## src/hw/rtl/ptcs_pkg.sv

```systemverilog
// Shared widths, command and register codes, and types for the periodic
// tick compare scheduler. No dependencies.
`default_nettype none

package ptcs_pkg;

  localparam int unsigned CNT_W    = 64;   // counter and compare width
  localparam int unsigned PER_W    = 32;   // tick period width
  localparam int unsigned NSEC_W   = 40;   // scaled ns-per-cycle width
  localparam int unsigned CPU_W    = 8;    // processor number width
  localparam int unsigned CMD_W    = 2;
  localparam int unsigned IDX_W    = 2;
  localparam int unsigned TCK_W    = 16;   // saturating tick counts
  localparam int unsigned ACC_W    = CNT_W + NSEC_W;
  localparam int unsigned OUT_W    = 2 * CNT_W + 2 * TCK_W + 2;
  localparam int unsigned OUT_TD_W = ((OUT_W + 7) / 8) * 8;

  localparam logic [PER_W-1:0]  PERIOD_RST = PER_W'(1000000);
  localparam logic [NSEC_W-1:0] NSEC_RST   = NSEC_W'(64'd1073741824);
  localparam logic [CPU_W-1:0]  CPU_RST    = '0;

  // q + 2 saturates once q reaches this
  localparam logic [CNT_W-1:0]  QUOT_SAT   = CNT_W'(65533);

  localparam logic [CMD_W-1:0] CMD_START = 2'd0;
  localparam logic [CMD_W-1:0] CMD_TICK  = 2'd1;
  localparam logic [CMD_W-1:0] CMD_READ  = 2'd2;

  localparam logic [IDX_W-1:0] REG_TICK_PERIOD = 2'd0;
  localparam logic [IDX_W-1:0] REG_NSEC_CYCLE  = 2'd1;
  localparam logic [IDX_W-1:0] REG_CPU_INDEX   = 2'd2;

  typedef struct packed {
    logic             went_backwards;
    logic [CNT_W-1:0] nsec_offset;
    logic             early_tick;
    logic [TCK_W-1:0] ticks_dropped;
    logic [TCK_W-1:0] ticks_counted;
    logic [CNT_W-1:0] compare_value;
  } res_t;

  typedef enum logic [11:0] {
    ST_IDLE      = 12'b0000_0000_0001,
    ST_START_MUL = 12'b0000_0000_0010,
    ST_START_FIN = 12'b0000_0000_0100,
    ST_TICK      = 12'b0000_0000_1000,
    ST_TICK_DIV  = 12'b0000_0001_0000,
    ST_TICK_FIN  = 12'b0000_0010_0000,
    ST_TICK_OUT  = 12'b0000_0100_0000,
    ST_RD        = 12'b0000_1000_0000,
    ST_RD_MUL    = 12'b0001_0000_0000,
    ST_RD_ACC    = 12'b0010_0000_0000,
    ST_RD_FIN    = 12'b0100_0000_0000,
    ST_ZERO      = 12'b1000_0000_0000
  } state_e;

endpackage

`default_nettype wire

```

## src/hw/rtl/ptcs_div.sv

```systemverilog
// Restoring divider, one quotient bit per cycle: 64-bit dividend by
// 32-bit divisor. Uses ptcs_pkg widths.
`default_nettype none

module ptcs_div (
  input  logic                      clk_i,
  input  logic                      rst_ni,
  input  logic                      start_i,
  input  logic [ptcs_pkg::CNT_W-1:0] dividend_i,
  input  logic [ptcs_pkg::PER_W-1:0] divisor_i,
  output logic                      done_o,
  output logic [ptcs_pkg::CNT_W-1:0] quot_o,
  output logic [ptcs_pkg::PER_W-1:0] rem_o
);
  import ptcs_pkg::*;

  localparam int unsigned CW = $clog2(CNT_W);
  localparam logic [CW-1:0] LAST = CW'(CNT_W - 1);

  logic             busy_q, busy_d, done_q, done_d;
  logic [CW-1:0]    cnt_q, cnt_d;
  logic [CNT_W-1:0] dq_q, dq_d;
  logic [PER_W-1:0] rem_q, rem_d, dvs_q, dvs_d;
  logic [PER_W:0]   trial, diff;
  logic             ge;

  // shift the next dividend bit into the partial remainder and try a subtract
  assign trial = {rem_q, dq_q[CNT_W-1]};
  assign diff  = trial - {1'b0, dvs_q};
  assign ge    = trial >= {1'b0, dvs_q};

  always_comb begin
    busy_d = busy_q;
    done_d = 1'b0;
    cnt_d  = cnt_q;
    dq_d   = dq_q;
    rem_d  = rem_q;
    dvs_d  = dvs_q;
    if (start_i) begin
      busy_d = 1'b1;
      cnt_d  = '0;
      dq_d   = dividend_i;
      rem_d  = '0;
      dvs_d  = divisor_i;
    end else if (busy_q) begin
      dq_d  = {dq_q[CNT_W-2:0], ge};
      rem_d = ge ? diff[PER_W-1:0] : trial[PER_W-1:0];
      cnt_d = cnt_q + CW'(1);
      if (cnt_q == LAST) begin
        busy_d = 1'b0;
        done_d = 1'b1;
      end
    end
  end

  always_ff @(posedge clk_i or negedge rst_ni) begin
    if (!rst_ni) begin
      busy_q <= 1'b0;
      done_q <= 1'b0;
      cnt_q  <= '0;
    end else begin
      busy_q <= busy_d;
      done_q <= done_d;
      cnt_q  <= cnt_d;
    end
  end

  always_ff @(posedge clk_i) begin
    dq_q  <= dq_d;
    rem_q <= rem_d;
    dvs_q <= dvs_d;
  end

  assign done_o = done_q;
  assign quot_o = dq_q;
  assign rem_o  = rem_q;

endmodule

`default_nettype wire

```

## config.mk

```make
export PLATFORM = sky130hd
export DESIGN_NAME = ptcs_div
export DESIGN_NICKNAME = d
export VERILOG_FILES = /design/src/hw/rtl/ptcs_pkg.sv /design/src/hw/rtl/ptcs_div.sv
export SDC_FILE = /design/constraint.sdc
export NUM_CORES = 1
export LEC_CHECK = 0
export ABC_AREA = 0
export BUFFER_PORTS_ARGS = -buffer_cell sky130_fd_sc_hd__buf_2
export CAP_MARGIN = 20
export CORE_ASPECT_RATIO = 1.2
export CORE_UTILIZATION = 40
export CTS_CLUSTER_SIZE = 25
export DETAILED_ROUTE_END_ITERATION = 10
export PLACE_DENSITY_LB_ADDON = 0.08
export SLEW_MARGIN = 20
export SYNTH_ARGS = -nofsm -noshare
export SYNTH_HDL_FRONTEND = slang
export SYNTH_SLANG_ARGS = --single-unit
```

## constraint.sdc

```tcl
create_clock -name clk_i -period 4.4 [get_ports clk_i]
set_clock_uncertainty 0.2 [all_clocks]
set_input_delay 0.88 -clock clk_i [delete_from_list [all_inputs] [get_ports clk_i]]
set_output_delay 0.88 -clock clk_i [all_outputs]
set_load 0.02 [all_outputs]
```

==> metrics.md <==
| Metric | Value |
|---|---|
| WP data arrival | `3.67 ns` |
| YS warnings | `0` |
| Nets | `977` |
| Post-synthesis adder-cell area fraction | `0.0589` |
| Seq/Total Area, Yosys | `0.507` |
| Worst setup EP type | `flip-flop` |
| Placement Cell Area | `0.00849 mm²` |
| Initial antenna violation count | `2` |
| Leakage | `a little over 0.004 µW` |
| Global-route met3 utilization | `0.0682` |
| Synth async-reset ratio | `0.0588` |
| Final Max Slew Viols | `0` |
| I/O pin total | `about 200` |
| Post-synth EDFFs | `96` |
| Vias in the first global route | `5635` |
| F_max | `282 MHz` |
| Ranking of synthesized cells by area | `edfxtp_1 39%, mux2_2 9.8%, dfxtp_1 8.7%` |
| Commonest cells in the netlist | `96 x edfxtp_1, 64 x mux2_2, 51 x nor2_1` |
| PwrDens | `about 570 mW/mm²` |
| Post-synth top flop | `edfxtp_1` |
| Most common cell in the netlist | `edfxtp_1` |
| Worst-margin pin slew | `~0.82 ns` |
| Crit share post-route | `0.806` |
| Synth Register Bits | `136` |
| Crit Path Max Fanout | `37` |
| Std cell rows | `53` |
| Drt drc | `0` |
| Final Util | `0.512` |
| IO buf count | `around 200` |
| Core area | `around 0.018 mm²` |
| First-pass GRT wire length | `28.3 mm` |
| RePlAce Congestion | `between 0.8 and 0.9` |
| Routing usage on met2 | `0.323` |
| Area Growth Syn to Fin | `23.9%` |
| Clock tree buffer depth | `2` |
| Hold Crit Class | `in -> async` |
| Status | `finished clean` |
| Post-CTS resize count | `0` |
| Startpoint types | `flip-flop` |
| Critical Path RT | `approximately 4.5 ns` |
| Most Used Layer, Global Route | `met2` |
| Grt met1 use | `0.223` |
| Period minus WS final | `3.55 ns` |
| Wire per inst | `~17 µm` |
| Total vias in the final route | `5770` |
| Relative slew margins | `0.450` |
| CTS Hold Bufs | `0` |
| Syn Nets | `793` |
| TNS Setup | `0 ns` |
| Root buf cell | `clkbuf_16` |
| Synth top area share | `0.392` |
| Post-synthesis instance area | `around 0.0073 mm²` |
| Number of max-cap violations | `0` |
| Netlist cell types | `61` |
| Mean Syn Cell Area | `11.1 µm²` |
| Remaining Overflow, GRT | `0` |
| Pin count of the biggest net entering global routing | `81` |
| Final setup viols | `0` |
| FF-to-FF Start | `rem_o[25]` |
| # diodes | `0` |
| Critical Path Start | `rem_o[25]` |
| Clock Sinks | `136` |
| Layout cell share with drive strength beyond 1 | `0.361` |
| Initial Util | `0.413` |
| Simple-gate share of the synthesized area | `0.114` |
| CTS Buf Count | `17` |
| Main combinational cell family by area after synthesis | `compound AO/OA/AOI/OAI gates` |
| Worst-skew pair later-pin latency | `0.42 ns` |
| Flop2flop setup slack | `0.85 ns` |
| Worst-path clk slew | `approximately 0.060 ns` |
| WHS | `0.101 ns` |
| Htree depth | `4` |
| Kind of critical path | `reg -> reg` |
| Initial drt markers | `290` |
| DIE HEIGHT | `approximately 150 µm` |
| Post-Synthesis Cells | `660` |
| RSZ-0062 raised after global routing | `no` |
| DIE WIDTH | `between 100 and 150 µm` |
| TritonRoute pass-1 iters | `5` |
| Post-Layout Cell Count | `1076` |
| Drt total wl | `about 18 mm` |
| Full die area | `roughly 0.019 mm²` |
| Avg Vias per Cell | `5.36` |
| Post-synthesis mux area share | `0.113` |
| Setup bufs post-CTS | `0` |
| DP Cell Count | `~1000` |
| Synth Area in Compound Gates | `0.130` |
| CTS tree | `yes` |
| Area leader, netlist | `edfxtp_1` |
| Xor/xnor cell area share of the yosys netlist | `0.0369` |
| Post-route cell area | `0.00910 mm²` |
| GR Util All Layers | `0.192` |
| Worst vdd ir | `around 330 µV` |
| Fin. Hold Viols | `0` |
| DP HPWL | `~13 mm` |
| Routed Antenna Nets | `0` |
[worst max-delay path, cell delays in order, from the launching register on]
cell	delay, ns
dfxtp_1	0.33
ha_1	0.40
a21o_1	0.21
a21o_1	0.16
a21oi_1	0.16
o21ai_0	0.11
a211o_1	0.28
a211oi_2	0.36
nand2_2	0.54
and3_1	0.42
a311oi_1	0.27
[final cells by class]
cell class,count,area (µm²)
multi-input cells,448,3320
clock buffers,17,425
well taps,220,275
clock inverters,14,186
repair buffers,200,1020
flip-flops and latches,136,3720
inverters,41,154
fillers,1641,8670
[cell families after synthesis]
logic type                 after synthesis
and+or+nand+nor                        169
xor gates and xnor gates                31
muxes                                   75
DFF                                    136
adders and majority gates               34
AOI/OAI and AO/OA                      139
buffers and inverters                   76
[registers in the layout, indices dropped and copies added (netlist names)]
| name | cells |
|---|---|
| quot_o | 64 |
| dvs_q | 32 |
| rem_o | 32 |
| cnt_q | 6 |
| busy_q | 1 |
| done_o | 1 |
[per-stage QoR]
step,total power (µW),worst slack (ns)
6_report,5180,0.855
5_1_grt,5480,0.528
4_1_cts,5230,0.787
3_5_place_dp,3710,0.824
3_3_place_gp,3690,0.949
2_1_floorplan,3170,0.751
[per-layer routing]
metal,vias up,routed length (µm)
met5,-,17
met3,28,1350
met2,199,8730
met1,2720,7510
met4,2,335
li1,2821,-
[power breakdown]
| part | switching, µW | total (µW) | internal (µW) |
|---|---|---|---|
| Sequential | 158 | 1750 | 1590 |
| Combinational | 1150 | 1930 | 777 |
| Clock | 599 | 1500 | 906 |
| Total | 1910 | 5180 | 3270 |
[cells in the final DEF (no fill, tap or decap), drive strengths merged, types with 15 or more instances in the layout]
cell / n
edfxtp: 96
xor2: 16
a21oi: 36
a21o: 17
a211oi: 17
nor2: 51
clkbuf: 17
buf: 200
inv: 48
nand2: 46
o21ai: 15
mux2: 64
dfxtp: 32
ha: 33
xnor2: 15
[path summary, 6_finish.rpt]
path / to / cells past startpoint
max: rem_o[0] / 10
min in group clk_i: rem_o[10] / 2
min: cnt_q[4] / 1
min reg2reg: rem_o[10] / 2
max reg2reg: rem_o[0] / 10
max in group asynchronous: busy_q / 1
(Power assumes the default switching activity.)
